`src/hw/rtl/uam_pkg.sv`:
```
// Shared types and codes for the undirected adjacency matrix block.
// Used by uam_front, uam_queue, uam_back and the top level.
package uam_pkg;

  localparam int VTX_W   = 3;
  localparam int CFG_W   = 4;
  localparam int COUNT_W = 6;

  typedef logic [VTX_W-1:0]   vtx_t;
  typedef logic [CFG_W-1:0]   cfg_t;
  typedef logic [COUNT_W-1:0] count_t;

  localparam logic [1:0] OP_INSERT = 2'd0;
  localparam logic [1:0] OP_REMOVE = 2'd1;
  localparam logic [1:0] OP_LIST   = 2'd2;

  typedef enum logic [2:0] {
    K_INSERT,
    K_REMOVE,
    K_LIST,
    K_BAD,
    K_NOP
  } cmd_kind_t;

  typedef struct packed {
    cmd_kind_t kind;
    vtx_t      v;
    vtx_t      w;
  } cmd_t;

endpackage

```
`src/hw/rtl/uam_front.sv`:
```
// Front end: accepts input transactions and classifies them into commands.
// Depends on uam_pkg.
module uam_front (
  input  logic           in_valid,
  output logic           in_stall,
  input  logic [1:0]     opcode,
  input  uam_pkg::vtx_t  from_vertex,
  input  uam_pkg::vtx_t  to_vertex,
  input  uam_pkg::cfg_t  n_eff,
  input  logic           q_full,
  output logic           q_push,
  output uam_pkg::cmd_t  q_cmd
);

  logic out_of_range;

  assign out_of_range = ({1'b0, from_vertex} >= n_eff) || ({1'b0, to_vertex} >= n_eff);

  always_comb begin
    q_cmd.v = from_vertex;
    q_cmd.w = to_vertex;
    case (opcode)
      uam_pkg::OP_INSERT: q_cmd.kind = out_of_range ? uam_pkg::K_BAD : uam_pkg::K_INSERT;
      uam_pkg::OP_REMOVE: q_cmd.kind = out_of_range ? uam_pkg::K_BAD : uam_pkg::K_REMOVE;
      uam_pkg::OP_LIST:   q_cmd.kind = uam_pkg::K_LIST;
      default:            q_cmd.kind = uam_pkg::K_NOP;
    endcase
  end

  assign in_stall = q_full;
  assign q_push   = in_valid && !q_full;

endmodule

```
`src/hw/rtl/uam_queue.sv`:
```
// Two-entry command queue between front end and back end.
// Depends on uam_pkg.
module uam_queue (
  input  logic          clk,
  input  logic          rst,
  input  logic          push,
  input  uam_pkg::cmd_t push_cmd,
  input  logic          pop,
  output logic          full,
  output logic          not_empty,
  output uam_pkg::cmd_t head
);

  uam_pkg::cmd_t slot0;
  uam_pkg::cmd_t slot1;
  logic [1:0]    fill;

  assign full      = (fill == 2'd2);
  assign not_empty = (fill != 2'd0);
  assign head      = slot0;

  always_ff @(posedge clk) begin
    if (rst) begin
      fill <= 2'd0;
    end else begin
      case ({push, pop})
        2'b10: fill <= fill + 2'd1;
        2'b01: fill <= fill - 2'd1;
        default: fill <= fill;
      endcase
    end
  end

  always_ff @(posedge clk) begin
    case ({push, pop})
      2'b10: begin
        if (fill == 2'd0) begin
          slot0 <= push_cmd;
        end else begin
          slot1 <= push_cmd;
        end
      end
      2'b01: slot0 <= slot1;
      2'b11: begin
        if (fill == 2'd1) begin
          slot0 <= push_cmd;
        end else begin
          slot0 <= slot1;
          slot1 <= push_cmd;
        end
      end
      default: slot0 <= slot0;
    endcase
  end

endmodule

```
`src/hw/rtl/uam_back.sv`:
```
// Back end: holds the adjacency matrix and edge count, executes commands
// and walks the upper triangle for listings. Depends on uam_pkg.
module uam_back #(
  parameter int MAX_VERTICES = 8
) (
  input  logic            clk,
  input  logic            rst,
  input  uam_pkg::cfg_t   n_eff,
  input  logic            q_not_empty,
  input  uam_pkg::cmd_t   q_head,
  output logic            q_pop,
  output logic            out_valid,
  input  logic            out_stall,
  output uam_pkg::vtx_t   out_from,
  output uam_pkg::vtx_t   out_to,
  output logic            has_edge,
  output uam_pkg::count_t edge_count,
  output logic            bad_vertex,
  output logic            last
);

  localparam int VIDX_W    = (MAX_VERTICES > 1) ? $clog2(MAX_VERTICES) : 1;
  localparam int MAX_EDGES = MAX_VERTICES * (MAX_VERTICES + 1) / 2;

  typedef enum logic {S_IDLE, S_LIST} state_t;

  state_t                  state;
  logic [MAX_VERTICES-1:0] adj  [MAX_VERTICES];
  logic [MAX_VERTICES-1:0] adj_next [MAX_VERTICES];
  logic [MAX_VERTICES-1:0] pend [MAX_VERTICES];
  logic [MAX_VERTICES-1:0] pend_init [MAX_VERTICES];
  logic [MAX_VERTICES-1:0] pend_clr  [MAX_VERTICES];
  logic [VIDX_W-1:0]       row;
  logic [VIDX_W-1:0]       col;
  uam_pkg::count_t         count;
  uam_pkg::count_t         count_ins;
  uam_pkg::count_t         count_rem;
  uam_pkg::count_t         count_next;
  logic                    out_load;
  logic [VIDX_W-1:0]       vi;
  logic [VIDX_W-1:0]       wi;
  logic                    cur_bit;
  logic                    init_any;
  logic                    clr_any;
  logic                    row_end;
  logic                    adj_write;
  logic                    list_start;

  assign out_load   = !out_valid || !out_stall;
  assign q_pop      = (state == S_IDLE) && out_load && q_not_empty;
  assign vi         = q_head.v[VIDX_W-1:0];
  assign wi         = q_head.w[VIDX_W-1:0];
  assign cur_bit    = adj[vi][wi];
  assign count_ins  = cur_bit ? count : count + uam_pkg::count_t'(1);
  assign count_rem  = cur_bit ? count - uam_pkg::count_t'(1) : count;
  assign row_end    = (uam_pkg::cfg_t'(col) + uam_pkg::cfg_t'(1)) >= n_eff;
  assign adj_write  = q_head.kind inside {uam_pkg::K_INSERT, uam_pkg::K_REMOVE};
  assign list_start = (q_head.kind == uam_pkg::K_LIST) && init_any;

  always_comb begin
    case (q_head.kind)
      uam_pkg::K_INSERT: count_next = count_ins;
      uam_pkg::K_REMOVE: count_next = count_rem;
      default:           count_next = count;
    endcase
  end

  always_comb begin
    init_any = 1'b0;
    clr_any  = 1'b0;
    for (int i = 0; i < MAX_VERTICES; i++) begin
      for (int j = 0; j < MAX_VERTICES; j++) begin
        pend_init[i][j] = adj[i][j] && (i < j) && (uam_pkg::cfg_t'(j) < n_eff);
      end
      adj_next[i] = adj[i];
      if (VIDX_W'(i) == vi) adj_next[i][wi] = (q_head.kind == uam_pkg::K_INSERT);
      if (VIDX_W'(i) == wi) adj_next[i][vi] = (q_head.kind == uam_pkg::K_INSERT);
      pend_clr[i] = pend[i];
      if (VIDX_W'(i) == row) begin
        pend_clr[i][col] = 1'b0;
      end
      init_any = init_any || (|pend_init[i]);
      clr_any  = clr_any || (|pend_clr[i]);
    end
  end

  always_ff @(posedge clk) begin
    if (rst) begin
      state     <= S_IDLE;
      count     <= '0;
      out_valid <= 1'b0;
      for (int i = 0; i < MAX_VERTICES; i++) begin
        adj[i] <= '0;
      end
    end else begin
      case (state)
        S_IDLE: begin
          if (q_pop) begin
            out_valid  <= !list_start;
            out_from   <= '0;
            out_to     <= '0;
            has_edge   <= 1'b0;
            bad_vertex <= (q_head.kind == uam_pkg::K_BAD);
            last       <= 1'b1;
            edge_count <= count_next;
            count      <= count_next;
            if (adj_write) begin
              for (int i = 0; i < MAX_VERTICES; i++) begin
                adj[i] <= adj_next[i];
              end
            end
            if (list_start) begin
              state <= S_LIST;
              pend  <= pend_init;
              row   <= '0;
              col   <= VIDX_W'(1);
            end
          end else if (out_load) begin
            out_valid <= 1'b0;
          end
        end
        S_LIST: begin
          if (out_load) begin
            out_valid <= pend[row][col];
            if (pend[row][col]) begin
              out_from   <= uam_pkg::vtx_t'(row);
              out_to     <= uam_pkg::vtx_t'(col);
              has_edge   <= 1'b1;
              bad_vertex <= 1'b0;
              edge_count <= count;
              last       <= !clr_any;
              pend       <= pend_clr;
              if (!clr_any) begin
                state <= S_IDLE;
              end
            end
            if (row_end) begin
              row <= row + VIDX_W'(1);
              col <= row + VIDX_W'(2);
            end else begin
              col <= col + VIDX_W'(1);
            end
          end
        end
        default: state <= S_IDLE;
      endcase
    end
  end

`ifndef SYNTHESIS
  a_list_has_work: assert property (@(posedge clk) disable iff (rst)
    state == S_LIST |-> clr_any || pend[row][col])
    else $error("listing active with nothing pending");
  a_count_bound: assert property (@(posedge clk) disable iff (rst)
    count <= uam_pkg::count_t'(MAX_EDGES))
    else $error("edge count exceeds matrix capacity");
  a_edge_order: assert property (@(posedge clk) disable iff (rst)
    out_valid && has_edge |-> out_from < out_to)
    else $error("listed edge not in upper triangle");
  a_bad_single: assert property (@(posedge clk) disable iff (rst)
    out_valid && bad_vertex |-> last && !has_edge)
    else $error("bad vertex result not a lone final result");
  a_no_pop_listing: assert property (@(posedge clk) disable iff (rst)
    state == S_LIST |-> !q_pop)
    else $error("command popped during listing");
`endif

endmodule

```
`src/hw/rtl/undirected_adjacency_matrix_top.sv`:
```
// Undirected adjacency matrix top level: configuration register, front end,
// command queue and back end. Depends on uam_pkg, uam_front, uam_queue, uam_back.
//
// Usage:
//   Input channel (in_valid / in_stall) carries opcode, from_vertex, to_vertex.
//   Output channel (out_valid / out_stall) carries out_from, out_to, has_edge,
//   edge_count, bad_vertex, last; last marks the final result of a transaction.
//   Config channel (cfg_valid / cfg_ready / cfg_data) writes num_vertices;
//   cfg_ready is always high. Write it only while the block is idle.
//   Insert, remove, bad and unused opcodes raise out_valid once the command has
//   passed the queue and the back-end result register, and sustain one
//   transaction per cycle while out_stall is low and no listing runs. A listing
//   walks the upper triangle of the vertices in use, one matrix position per
//   cycle while out_stall is low.
//   A two-entry queue lets the front end keep accepting while the back end works.
//   Reset clears the matrix, the edge count and the queue; num_vertices
//   returns to 8. While out_stall and out_valid are both high, the result
//   register holds and the back end waits; the queue fills, then in_stall rises.
module undirected_adjacency_matrix_top #(
  parameter int MAX_VERTICES = 8
) (
  input  logic                  clk,
  input  logic                  rst,
  input  logic                  in_valid,
  output logic                  in_stall,
  input  logic [1:0]            opcode,
  input  logic [2:0]            from_vertex,
  input  logic [2:0]            to_vertex,
  output logic                  out_valid,
  input  logic                  out_stall,
  output logic [2:0]            out_from,
  output logic [2:0]            out_to,
  output logic                  has_edge,
  output logic [5:0]            edge_count,
  output logic                  bad_vertex,
  output logic                  last,
  input  logic                  cfg_valid,
  output logic                  cfg_ready,
  input  logic [3:0]            cfg_data
);

  uam_pkg::cfg_t num_vertices;
  uam_pkg::cfg_t n_eff;
  uam_pkg::cmd_t push_cmd;
  uam_pkg::cmd_t head;
  logic          q_push;
  logic          q_pop;
  logic          q_full;
  logic          q_not_empty;

  assign cfg_ready = 1'b1;
  assign n_eff = (num_vertices > uam_pkg::cfg_t'(MAX_VERTICES)) ?
                 uam_pkg::cfg_t'(MAX_VERTICES) : num_vertices;

  always_ff @(posedge clk) begin
    if (rst) begin
      num_vertices <= uam_pkg::cfg_t'(8);
    end else if (cfg_valid && cfg_ready) begin
      num_vertices <= cfg_data;
    end
  end

  uam_front u_front (
    .in_valid    (in_valid),
    .in_stall    (in_stall),
    .opcode      (opcode),
    .from_vertex (from_vertex),
    .to_vertex   (to_vertex),
    .n_eff       (n_eff),
    .q_full      (q_full),
    .q_push      (q_push),
    .q_cmd       (push_cmd)
  );

  uam_queue u_queue (
    .clk       (clk),
    .rst       (rst),
    .push      (q_push),
    .push_cmd  (push_cmd),
    .pop       (q_pop),
    .full      (q_full),
    .not_empty (q_not_empty),
    .head      (head)
  );

  uam_back #(
    .MAX_VERTICES (MAX_VERTICES)
  ) u_back (
    .clk         (clk),
    .rst         (rst),
    .n_eff       (n_eff),
    .q_not_empty (q_not_empty),
    .q_head      (head),
    .q_pop       (q_pop),
    .out_valid   (out_valid),
    .out_stall   (out_stall),
    .out_from    (out_from),
    .out_to      (out_to),
    .has_edge    (has_edge),
    .edge_count  (edge_count),
    .bad_vertex  (bad_vertex),
    .last        (last)
  );

endmodule
```
`config.mk`:
```
export PLATFORM = sky130hd
export DESIGN_NAME = undirected_adjacency_matrix_top
export DESIGN_NICKNAME = d
export VERILOG_FILES = /design/src/hw/rtl/uam_pkg.sv /design/src/hw/rtl/uam_front.sv /design/src/hw/rtl/uam_queue.sv /design/src/hw/rtl/uam_back.sv /design/src/hw/rtl/undirected_adjacency_matrix_top.sv
export SDC_FILE = /design/constraint.sdc
export NUM_CORES = 1
export LEC_CHECK = 0
export ABC_AREA = 1
export BUFFER_PORTS_ARGS = -buffer_cell sky130_fd_sc_hd__buf_2
export CORE_ASPECT_RATIO = 1.2
export CORE_MARGIN = 2
export CORE_UTILIZATION = 30
export CTS_CLUSTER_DIAMETER = 50
export DETAILED_ROUTE_END_ITERATION = 12
export GPL_ROUTABILITY_DRIVEN = 0
export PLACE_DENSITY = 0.4
export SYNTH_ARGS = -nofsm -noshare
export SYNTH_HDL_FRONTEND = slang
export SYNTH_SLANG_ARGS = --single-unit
```
`constraint.sdc`:
```
create_clock -name clk -period 13 [get_ports clk]
set_input_delay 1.3 -clock clk [delete_from_list [all_inputs] [get_ports clk]]
set_output_delay 1.3 -clock clk [all_outputs]
set_load 0.05 [all_outputs]
```
# Word level (Yosys, flattened, before mapping)
# Memory sizes are Yosys's and may differ from the RTL's. A register that Yosys moved wholly into a read port is not among the register bits.
# Cells that the tools add are included.
dict set report word_totals {
  register_bits 117
  ramBits 64
  inputBits 17
  output_inout_bits 18
  wordCells 333
  mem_count 1
}
# name depth width read_ports rd_clocked_by_memory_dff wr line
set memory_table {}
lappend memory_table {u_back.adj 8 8 9 1 8 uam_back.sv:28} ;# logic [MAX_VERTICES-1:0] adj [MAX_VERTICES];
dict set report classes {
  n_addsub 8
  magnitude_cmp 18
  n_eq_ne 40
  mux 131
  n_bitwise 20
  reduce_logical 88
}
# operator count
set op_table {}
lappend op_table {{$mux 8} 34}
lappend op_table {{$mux 64} 4}
lappend op_table {{$bwmux 8} 16}
lappend op_table {{$pmux 64 s2} 1}
lappend op_table {{$and 8x8->8} 8}
lappend op_table {{$reduce_or 8->1} 8}
lappend op_table {{$mux 3} 14}
lappend op_table {{$eq 3x3->1 const A} 12}
lappend op_table {{$mux 9} 4}
lappend op_table {{$logic_and 1x1->1} 35}
lappend op_table {{$mux 6} 5}
lappend op_table {{$mux 1} 29}
lappend op_table {{$pmux 9 s3} 1}
lappend op_table {{$bmux 8 s3} 1}
lappend op_table {{$pmux 3 s2} 4}
lappend op_table {{$pmux 6 s2} 2}
lappend op_table {{$eq 2x3->1 const A} 6}
lappend op_table {{$pmux 9 s2} 1}
lappend op_table {{$lt 3x4->1 const A} 4}
lappend op_table {{$logic_or 1x1->1} 15}
lappend op_table {{$logic_not 3->1} 4}
lappend op_table {{$lt 3x4->1 const B} 3}
lappend op_table {{$ne 2x2->1 const B} 6}
lappend op_table {{$pmux 1 s2} 5}
lappend op_table {{other kinds (45)} 83}

# Logic depth before layout (Yosys ltp)
# Gate-level depths: netlist of run 1.
dict set report depth {
  word_depth 19
  ltp_mapped 17
  depth_no_buf 16
}

# Modules after synthesis
# A second synthesis of run 1 with hierarchy kept.
dict set report hier_totals {
  hier_cells 1356
  hier_area_um2 10822.9
}
# mod instances cells_each area_each_um2 seq_area_each_um2
set modules_own_cells {}
lappend modules_own_cells {uam_back 1 1190 9434.0 4634.4}
lappend modules_own_cells {uam_queue 1 84 914.6 580.6}
lappend modules_own_cells {uam_front 1 48 269.0 0.0}
lappend modules_own_cells {undirected_adjacency_matrix_top 1 34 205.2 80.1}

# Least setup slack after synthesis of run 1
# No wires, ideal clock.
dict set report synth_path {
  path_type {input to register}
  start {input port out_stall}
  end {memory u_back.adj[0][0] (enable)}
  setup_time_ns 0.577
  arrival_time_ns 6.251
  required_ns 12.423
  slack_ns 6.172
  path_stages 4
  n_path_buf 1
  cell_sequence {nand2_1 nand3_1 buf_6 o21ai_0}
}
# element line
set synth_rtl {}
lappend synth_rtl {{start: declaration} undirected_adjacency_matrix_top.sv:30} ;# input logic out_stall,
lappend synth_rtl {{end: declaration} uam_back.sv:28}

# Worst setup path after layout of run 1
dict set report layout_path {
  start {register u_back.row[2]}
  end {register u_back.pend[0] in the netlist's numbering (enable)}
}
dict set report layout_between {
  elab_chain_len 8
}
# element line
set layout_lines {}
lappend layout_lines {{start: declaration} uam_back.sv:33} ;# logic [VIDX_W-1:0] row;
lappend layout_lines {{start signal: assignment} uam_back.sv:138} ;# row <= row + VIDX_W'(1);
lappend layout_lines {{$not 3->4 (not written as such)} uam_back.sv:125} ;# if (pend[row][col]) begin
lappend layout_lines {{$bmux 8 s3} uam_back.sv:125}
lappend layout_lines {{$mux 8 (not written as such) (2 in series)} uam_back.sv:125}
lappend layout_lines {{$bmux 1 s3} uam_back.sv:125}
lappend layout_lines {{$mux 1 (not written as such)} uam_back.sv:125}
lappend layout_lines {{$ne 2x2->1 (no source line)} -}
lappend layout_lines {{$reduce_and 5->1 (no source line)} -}
lappend layout_lines {{end signal: assignment} uam_back.sv:114} ;# pend <= pend_init;
lappend layout_lines {{end signal: assignment} uam_back.sv:132} ;# pend <= pend_clr;
lappend layout_lines {{end: declaration} uam_back.sv:30} ;# logic [MAX_VERTICES-1:0] pend [MAX_VERTICES];
# No other way between the ends. The select of a mux whose other input is x is not followed.
# A chain may end at the register's enable or synchronous reset.

==> metrics, run 1 <==
clock sinks 184; post-route ant nets 0; Num CTS Buffers 17; first-pass GRT wire length between 50 and 60 mm; DP HPWL roughly 29 mm; Post-synth top cells nand2_1 (234), inv_1 (189), nor2_1 (179); Longest Clk Path Bufs 2; WL/cell about 21 um; Final Max Slew Viols 0; hold_buf cts 0; post-synthesis mux area share 0.000913; syn avg cell area ~8.1 sq um; dpl cell area 0.0115 sq mm; most numerous cell in the Yosys netlist nand2_1; final setup fails 0; max-cap check violation count 0; n_diodes 0; Post-Syn Instances about 1300; PwrDens roughly 220 mW/mm^2; actual slew at the worst max-slew pin approximately 1.1 ns; Crit path max-delay family buffers and inverters; Max stage delay on crit path 0.73 ns; share of the synthesized area in the top cell type 0.457; largest net degree at the start of global routing 81; Worst-path clk slew about 0.07 ns; top cells by area, synth edfxtp_1 (46%), nand2_1 (8.0%), o21ai_0 (7.0%); Die Area approximately 0.038 sq mm; EDFF count, synth roughly 170; WHS Path Cells 2; die height 213 um; Critical Path Sink Type flip-flop; Detailed Route Iter0 Violations ~710; Post-synth ARST share 0; Slew HR 0.232; worst IR drop on VDD ~120 uV; post-route cell area between 0.01 and 0.015 sq mm; WHS Endpoint u_back.adj[1][0]; crit path DAT about 3.5 ns; placed insts 1805; Worst Hold Class reg -> reg; area grow syn2layout 10.5%; reg2reg end u_back.pend[0]; CP cell instances inv_1, nor2_1, o21a_1, o21ai_0, nand2_1, nor2_1, o21a_1, nand3_1, o21ai_1, a21oi_4, buf_4; initial antenna violation count 0; I/O Buffers 33; critical path class reg -> reg; Mapped Nets approximately 1400; drt via density slightly above 5; die width 179 um; filler cell count between 3000 and 4000; largest family of logic cells by synthesized area simple AND/OR/NAND/NOR gates; yosys warns 0; via count between 9000 and 10000; Synth Area in Adders 0.0251; Final Skew between 0.01 and 0.015 ns; Final min period 3.45 ns; Primary FF master, synth edfxtp_1; core region area about 0.036 sq mm; CP max stage cell edfxtp_1; Core Util, Final 0.337; Pleak approximately 4.8 nW; final hold violations 0; layout cells sized above 1 0.0789; Final Net Count between 1000 and 1500; Hold Startpoint u_back.adj[1][0]; Reg2Reg Setup Slack 9.55 ns; Synth Register Bits approximately 180; clock insertion delay at the later pin of the skew report between 0.4 and 0.5 ns; Final Non-Filler Cells between 1500 and 2000; CTS Root Cell clkbuf_16; Setup TNS Final 0 ns; total global routing overflow 0; XOR/XNOR Fraction of Synth Area 0.00639; CTS tree built; Distinct cells, synth 47; Worst EP required approximately 13 ns; sequential area share after synthesis 0.488; Fmax between 200 and 300 MHz; Max FO, Critical Path 64; Top Ports 35; post-synth top area cell edfxtp_1; Synth Area in Compound Gates 0.171; RSZ-0062 raised after global routing false; H-tree levels 4; DRT Pass-1 Iters 5; row count between 70 and 80; WHS approximately 0.60 ns; CP Launch Type flip-flop; status finished, final reports clean; period utilization 0.265; simple-gate share of the synthesized area 0.210; worst path bufs/invs 2; post_cts resized 0; initial core utilization 0.305; Total Routed Length around 39 mm; Post-CTS Setup Inserts 0; worst r2r path cells 11; GRT Overall Usage 0.210; post-synth design cell area roughly 0.011 sq mm; DRC violations left 0; vias in the first global route a little under 10000; reg-to-reg startpoint u_back.row[2]
==> layer usage <==
layer / vias up / wire length [um] / GRT usage
met5: - / 0 / 0
met2: 234 / 20200 / 0.383
li1: 4590 / - / -
met1: 4409 / 15200 / 0.234
met4: 0 / 1930 / 0.117
met3: 85 / 1330 / 0.0275
==> logic make-up (layout without fill, tap and decap cells) <==
group / count (synthesis) / count (layout)
other cells: 1 / 1
simple gates: 548 / 548
compound gates: 330 / 330
flops: 184 / 184
xor+xnor: 8 / 8
buf+inv: 253 / 274
fa+ha+maj: 22 / 22
mux: 1 / 1
==> worst max path at each step <==
stage | to | cells past startpoint | slack [ns] | start
2_1_floorplan | u_back.adj[0][0] | 4 | 6.17 | out_stall
3_3_place_gp | u_queue.slot1[0] | 8 | 9.21 | out_stall
3_5_place_dp | u_queue.slot1[0] | 8 | 9.18 | out_stall
4_1_cts | u_back.pend[24] | 11 | 9.54 | u_back.row[2]
5_1_grt | u_back.pend[0] | 11 | 9.25 | u_back.row[2]
6_report | u_back.pend[0] | 11 | 9.55 | u_back.row[2]
==> cells in the final DEF, fill, tap and decap left out, drive strengths merged <==
| master | instances |
|---|---|
| dfxtp | 17 |
| a211oi | 18 |
| nor3 | 23 |
| xor2 | 8 |
| a21oi | 69 |
| o2111a | 1 |
| clkbuf | 20 |
| mux2i | 1 |
| o21bai | 1 |
| a2bb2oi | 1 |
| o21a | 4 |
| nand3 | 85 |
| clkinv | 5 |
| o21ai | 168 |
| a311oi | 3 |
| nand3b | 3 |
| ha | 22 |
| or2 | 3 |
| edfxtp | 167 |
| a31oi | 2 |
| nand2 | 245 |
| nand4 | 7 |
| nor2 | 181 |
| inv | 198 |
| clkinvlp | 3 |
| bufinv | 4 |
| a31o | 3 |
| o211ai | 21 |
| a21boi | 7 |
| buf | 44 |
| conb | 1 |
| o31ai | 4 |
| a22oi | 3 |
| a41oi | 2 |
| nor4 | 1 |
| o22ai | 23 |
==> power breakdown <==
| group | leakage (nW) | internal, mW | total (mW) | switching, mW |
|---|---|---|---|---|
| sequential | 1.78 | 0.860 | 0.986 | 0.125 |
| clock | 0.285 | 0.322 | 0.566 | 0.244 |
| combinational | 2.73 | 0.293 | 1.13 | 0.837 |
| total | 4.79 | 1.47 | 2.68 | 1.21 |
==> worst reg2reg max path: cells and delay by family, from the launching register on <==
kind	cells	cell delay (ns)
buf+inv	2	1.08
flops	1	0.73
simple gates	4	0.55
compound gates	5	0.69
==> layout make-up <==
class                   instances  area [sq um]  area share
flip-flops and latches        184          5360       0.442
multi-input cells             910          4570       0.377
inverters                     199           747      0.0617
well taps                     468           586      0.0483
clock buffers                  20           437      0.0360
repair buffers                 44           248      0.0205
clock inverters                11           173      0.0143
==> through the flow <==
step / power [mW] / worst slack (ns)
after global placement: 2.14 / 9.21
after floorplan: 1.79 / 6.17
after global routing: 2.87 / 9.25
after detailed placement: 2.14 / 9.18
after CTS: 2.71 / 9.54
final: 2.68 / 9.55
==> sequential cells by signal, indices dropped and copies added (netlist names), 3 cells and up, named ones only <==
signal	flops
u_back.adj	64
u_back.pend	64
u_queue.head	9
u_queue.slot1	9
u_back.count	6
u_back.edge_count	6
num_vertices	4
u_back.col	3
u_back.out_from	3
u_back.out_to	3
u_back.row	3
Power figures use the tool's default switching activity.
==> inputs of run 2 (changes only) <==
--- a/config.mk
+++ b/config.mk
@@ -13,7 +13,7 @@
 export CTS_CLUSTER_DIAMETER = 50
 export DETAILED_ROUTE_END_ITERATION = 12
 export GPL_ROUTABILITY_DRIVEN = 0
-export PLACE_DENSITY = 0.4
+export PLACE_DENSITY = 0.42
 export SYNTH_ARGS = -nofsm -noshare
 export SYNTH_HDL_FRONTEND = slang
 export SYNTH_SLANG_ARGS = --single-unit
==> constraint.sdc (replaced) <==
create_clock -name clk -period 3 [get_ports clk]
set_input_delay 0.3 -clock clk [delete_from_list [all_inputs] [get_ports clk]]
set_output_delay 0.3 -clock clk [all_outputs]
set_load 0.05 [all_outputs]
==> run 2 against run 1 <==
Fmax up 25%. Sequential share of layout area shrank 1.1 points. Worst hold slack got worse by 0.54 ns. Non-clock buffer count is 33 higher. Critical path depth decreased by 2. Sequential power grew to 4.2 times the previous value. Setup slack worse by 9.3 ns. First-iteration DRC count fell by 1.6%. Via count grew 0.86%. Cell count rose by 1.9%.
==> metrics, run 2 (synthesized netlist as in run 1, its figures left out) <==
initial core utilization 0.305; Slew HR 0.607; initial antenna violation count 0; Setup WS post-layout around 0.24 ns; Pleak between 4 and 5 nW; RSZ-0062 raised after global routing false; Top Ports 35; die width 179 um; largest net degree at the start of global routing 65; critical path class reg -> reg; commonest non-fill, non-tap cell in the layout nand2_1; first-pass GRT wire length about 57 mm; Metal-1 WL about 16 mm; worst IR drop on VDD 381 uV; total global routing overflow 0; post-route cell area ~0.012 sq mm; worst path bufs/invs 2; status finished, final reports clean; Core Util, Final 0.345; highest metal used met4; I/O Buffers 33; CTS Root Cell clkbuf_16; row count between 70 and 80; CTS tree built; Final min period approximately 2.8 ns; Total Routed Length 37.7 mm; Final Net Count 1428; Crit path max-delay family simple AND/OR/NAND/NOR gates; dpl cell area 0.0118 sq mm; actual slew at the worst max-slew pin about 0.59 ns; pre-CTS setup slack -0.0236 ns; most frequent cells in the layout nand2_1 (234), inv_1 (188), nor2_1 (178), edfxtp_1 (167), o21ai_0 (151); CP Launch Type flip-flop; post-route ant nets 0; WL/cell around 20 um; Num CTS Buffers 17; via count about 9400; final hold violations 0; met2 WL between 15 and 20 mm; clock insertion delay at the later pin of the skew report about 0.46 ns; post-route total power about 12 mW; GRT Overall Usage 0.204; Reg2Reg Setup Slack about 0.24 ns; Worst Hold Class in -> reg; period utilization 0.920; hold_buf cts 0; Critical Path Sink Type flip-flop; Die Area between 0.03 and 0.04 sq mm; n_diodes 0; vias in the first global route between 9000 and 10000; Max stage delay on crit path about 0.45 ns; Final Max Slew Viols 0; final setup fails 0; Hold Startpoint cfg_data[3]; H-tree levels 4; area grow syn2layout 13.2%; max-cap check violation count 0; DRT Pass-1 Iters 5; DP HPWL between 20 and 30 mm; Critical Path Source num_vertices[3]; die height about 210 um; crit path DAT approximately 2.9 ns; Largest regs u_back.adj x64, u_back.pend x64; drt via density ~5.0; Detailed Route Iter0 Violations about 700; Longest Clk Path Bufs 2; reg-to-reg startpoint num_vertices[3]; Worst-path clk slew ~0.07 ns; Max FO, Critical Path 64; Setup TNS Final 0 ns; metal3 WL roughly 990 um; Final Skew 0.0124 ns; clock sinks between 150 and 200; CP cell instances nor2_1, inv_1, o21ai_0, nand2_1, nor3_1, nand3b_1, o21ai_2, a21oi_4, buf_12; layout cells sized above 1 0.106; core region area 0.0359 sq mm; Worst EP required 3.17 ns; DRC violations left 0; PwrDens ~950 mW/mm^2; CP max stage cell dfxtp_1; Fmax about 360 MHz
[run 2: changes by cell type in the layout (fill, tap and decap cells not counted), moves of 2 or more]
cell / change
buf_12: +2
buf_4: +31
clkbuf_1: -2
clkbuf_8: +2
clkinvlp_4: +2
o21ai_1: -2
o21ai_2: +3
[run 2: metal layers]
layer / GRT usage / vias to the layer above
met5: 0 / -
met4: 0.0877 / 0
met3: 0.0241 / 62
met2: 0.373 / 193
met1: 0.240 / 4504
li1: - / 4639
[run 2: repair_timing]
item,4_1_cts,5_1_grt
gates resized for setup,1,4
gates cloned,0,0
endpoints found under the setup margin,64,67
pin swaps,0,0
setup buffers,0,1
[run 2: final cells by class]
class,count,area (sq um)
Clock inverter,12,164
Clock buffer,20,457
Fill cell,3888,23500
Sequential cell,184,5360
Inverter,199,751
Timing Repair Buffer,77,520
Tap cell,468,586
Multi-Input combinational cell,910,4580
[run 2: metrics by stage]
step                hold WS, ns  cells
finish                   0.0523   1870
CTS                      0.0332   1869
global placement          0.515   1837
detailed placement        0.524   1837
global route             0.0485   1870
floorplan                 0.399   1347
[run 2: path summary, 6_finish.rpt]
kind,end,cells after the start
max,u_back.pend[61],9
min,num_vertices[3],3
max reg2reg,u_back.pend[61],9
min reg2reg,u_queue.fill[0],2
[run 2: worst register-to-register path, delay by kind of cell (launching register included)]
kind,cells,cell delay [ns]
AOI/OAI and AO/OA,3,0.69
and+or+nand+nor,4,0.96
buffers and inverters,2,0.32
DFF,1,0.45
[run 2: report_power, final]
| part | internal [mW] | total [mW] | switching, mW |
|---|---|---|---|
| sequential | 3.72 | 4.17 | 0.453 |
| clock | 1.37 | 2.45 | 1.08 |
| combinational | 1.45 | 5.13 | 3.69 |
==> inputs of run 3 (changes only) <==
--- a/config.mk
+++ b/config.mk
@@ -5,14 +5,13 @@
 export SDC_FILE = /design/constraint.sdc
 export NUM_CORES = 1
 export LEC_CHECK = 0
-export ABC_AREA = 1
 export BUFFER_PORTS_ARGS = -buffer_cell sky130_fd_sc_hd__buf_2
 export CORE_ASPECT_RATIO = 1.2
 export CORE_MARGIN = 2
 export CORE_UTILIZATION = 30
+export CTS_BUF_LIST = sky130_fd_sc_hd__clkbuf_16
 export CTS_CLUSTER_DIAMETER = 50
 export DETAILED_ROUTE_END_ITERATION = 12
-export GPL_ROUTABILITY_DRIVEN = 0
 export PLACE_DENSITY = 0.42
 export SYNTH_ARGS = -nofsm -noshare
 export SYNTH_HDL_FRONTEND = slang
==> run 3 against run 2 <==
Power is 1.8% lower. Die area is 1.5% lower. Combinational power is 3% lower. Sequential cell count stayed put. Via count is 4.9% lower. Cell count is 13% lower. Wire length is 1.7% higher. Non-clock buffer count is 93 higher. Critical endpoint is now u_back.pend[40]. Largest power group unchanged.
==> metrics, run 3 <==
Final Max Slew Viols 0; Worst EP required 3.22 ns; CP max stage cell or4_4; row count 76; CTS Root Cell clkbuf_16; DRC violations left 0; Max stage delay on crit path approximately 0.57 ns; Reg2Reg Setup Slack roughly 0.044 ns; worst path bufs/invs 5; post-synth top area cell edfxtp_1; post-synth design cell area between 0.01 and 0.015 sq mm; first-pass GRT wire length around 59 mm; Hold Startpoint to_vertex[1]; PwrDens just under 900 mW/mm^2; pre-CTS setup slack -0.272 ns; drt via density between 5 and 6; sequential area share after synthesis 0.496; RSZ-0062 raised after global routing true; Longest Clk Path Bufs 2; CP cell instances buf_4, buf_12, buf_4, mux4_2, mux2i_2, o22ai_1, or4_4, a21oi_2, buf_4, nor2_4, buf_12; critical path class reg -> reg; WHS Endpoint u_queue.slot1[1]; largest net degree at the start of global routing 65; most frequent cells in the layout edfxtp_1 (167), buf_4 (123), nand2_1 (107), nor2_1 (80), a21oi_1 (79); clock sinks approximately 180; multi-input logic area just over 0.005 sq mm; register area 0.00536 sq mm; Pleak about 4.8 nW; worst r2r path cells 11; die width between 150 and 200 um; status finished, final reports clean; Primary FF master, synth edfxtp_1; EDFF count, synth 167; Final Net Count between 1000 and 1500; WL/cell around 24 um; n_diodes 0; Post-synth top cells edfxtp_1 (167), nand2_1 (109), o21ai_0 (83); core region area between 0.03 and 0.04 sq mm; die height 212 um; top cells by area, synth edfxtp_1 (46%), mux4_2 (6.3%), o21ai_0 (3.8%); initial core utilization 0.303; reg2reg end u_back.pend[40]; Slew HR 0.517; via count about 9000; Final min period between 2 and 3 ns; period utilization 0.985; Distinct cells, synth 77; Synth Register Bits around 180; final hold violations 0; Num CTS Buffers 17; Crit path max-delay family buffers and inverters; DP HPWL ~29 mm; Final Skew roughly 0.017 ns; Top Ports 35; Post-Syn Instances 1015; clock insertion delay at the later pin of the skew report about 0.47 ns; H-tree levels 4; worst IR drop on VDD 380 uV; GPL Wtd Cong 0.887; WHS Path Cells 1; I/O Buffers 33; met2 usage 0.360; DRT Pass-1 Iters 5; hold_buf cts 0; Max FO, Critical Path 26; GRT Overall Usage 0.213; crit path DAT between 3 and 4 ns; total global routing overflow 0; layout cells sized above 1 0.243; Worst path most repeated cell buf_4; Worst Hold Class in -> reg; routing usage on met3 0.0266; global route hottest layer met2; Detailed Route Iter0 Violations between 800 and 900; vias in the first global route 9118; Core Util, Final 0.368; post-route ant nets 0; yosys warns 0; Critical Path Sink Type flip-flop; filler cell count about 3500; max-cap check violation count 0; most numerous cell in the Yosys netlist edfxtp_1; actual slew at the worst max-slew pin approximately 0.72 ns; Post-synth ARST share 0; area grow syn2layout 21.6%; Die Area approximately 0.038 sq mm; Worst-path clk slew approximately 0.09 ns; Fmax ~340 MHz; Largest regs u_back.adj x64, u_back.pend x64; met1 usage in global routing 0.256; final setup fails 0; CTS tree built; syn avg cell area ~11 sq um; commonest non-fill, non-tap cell in the layout edfxtp_1; share of the synthesized area in the top cell type 0.464; initial antenna violation count 0; Total Routed Length 38.4 mm; Mapped Nets approximately 1100; Setup WS post-layout around 0.044 ns; CP Launch Type flip-flop; reg-to-reg startpoint u_back.row[0]
run 3: worst max path at each step:
stage,startpoint,endpoint,slack [ns],cells after the start
3_3_place_gp,u_back.row[1],u_back.last,-0.22,9
2_1_floorplan,num_vertices[3],u_back.pend[0],0.0009,9
5_1_grt,u_back.row[0],u_back.pend[58],-0.008,11
4_1_cts,u_back.row[1],u_back.last,-0.007,8
3_5_place_dp,u_back.row[0],u_back.last,-0.27,8
6_report,u_back.row[0],u_back.pend[40],0.04,11
run 3: through the flow:
step	hold WS [ns]	total power, mW	instance area (sq um)	setup TNS [ns]	cells
2_1_floorplan	0.399	7.10	10900	0	1015
3_3_place_gp	0.520	9.15	12400	-0.433	1574
3_5_place_dp	0.515	9.13	12400	-0.520	1574
4_1_cts	0.0309	11.5	13100	-0.00748	1615
5_1_grt	0.0316	12.2	13100	-0.189	1619
6_report	0.0398	11.5	13100	0	1619
run 3: repair_timing:
action / 4_1_cts / 5_1_grt
endpoints found under the setup margin: 2 / 83
gates resized for setup: 13 / 11
pin swaps: 1 / 2
setup buffers: 9 / 6
run 3: kinds of logic (layout without fill, tap and decap cells):
group / count (synthesis) / count (layout) / synth area share
and+or+nand+nor: 350 / 350 / 0.158
AOI/OAI and AO/OA: 290 / 290 / 0.175
DFF: 184 / 184 / 0.496
buffers and inverters: 89 / 225 / 0.0371
muxes: 70 / 70 / 0.101
adders and majority gates: 22 / 22 / 0.0255
xor gates and xnor gates: 9 / 9 / 0.00730
other: 1 / 1 / 0.000347
run 3: routing by layer:
metal | part of all wire | routed length [um]
met2 | 0.49 | 18900
met3 | 0.034 | 1310
met1 | 0.41 | 15600
met4 | 0.065 | 2510
met5 | 0 | 0
run 3: layout make-up:
type | count | share of cell area
well taps | 468 | 0.0446
clock inverters | 15 | 0.0117
clock buffers | 17 | 0.0324
inverters | 23 | 0.00657
repair buffers | 170 | 0.104
flip-flops and latches | 184 | 0.408
multi-input cells | 742 | 0.393
run 3: where the power goes:
group / internal, mW / switching, mW / total, mW
logic: 1.87 / 3.09 / 4.96
registers: 3.63 / 0.649 / 4.28
clock network: 1.11 / 1.18 / 2.29
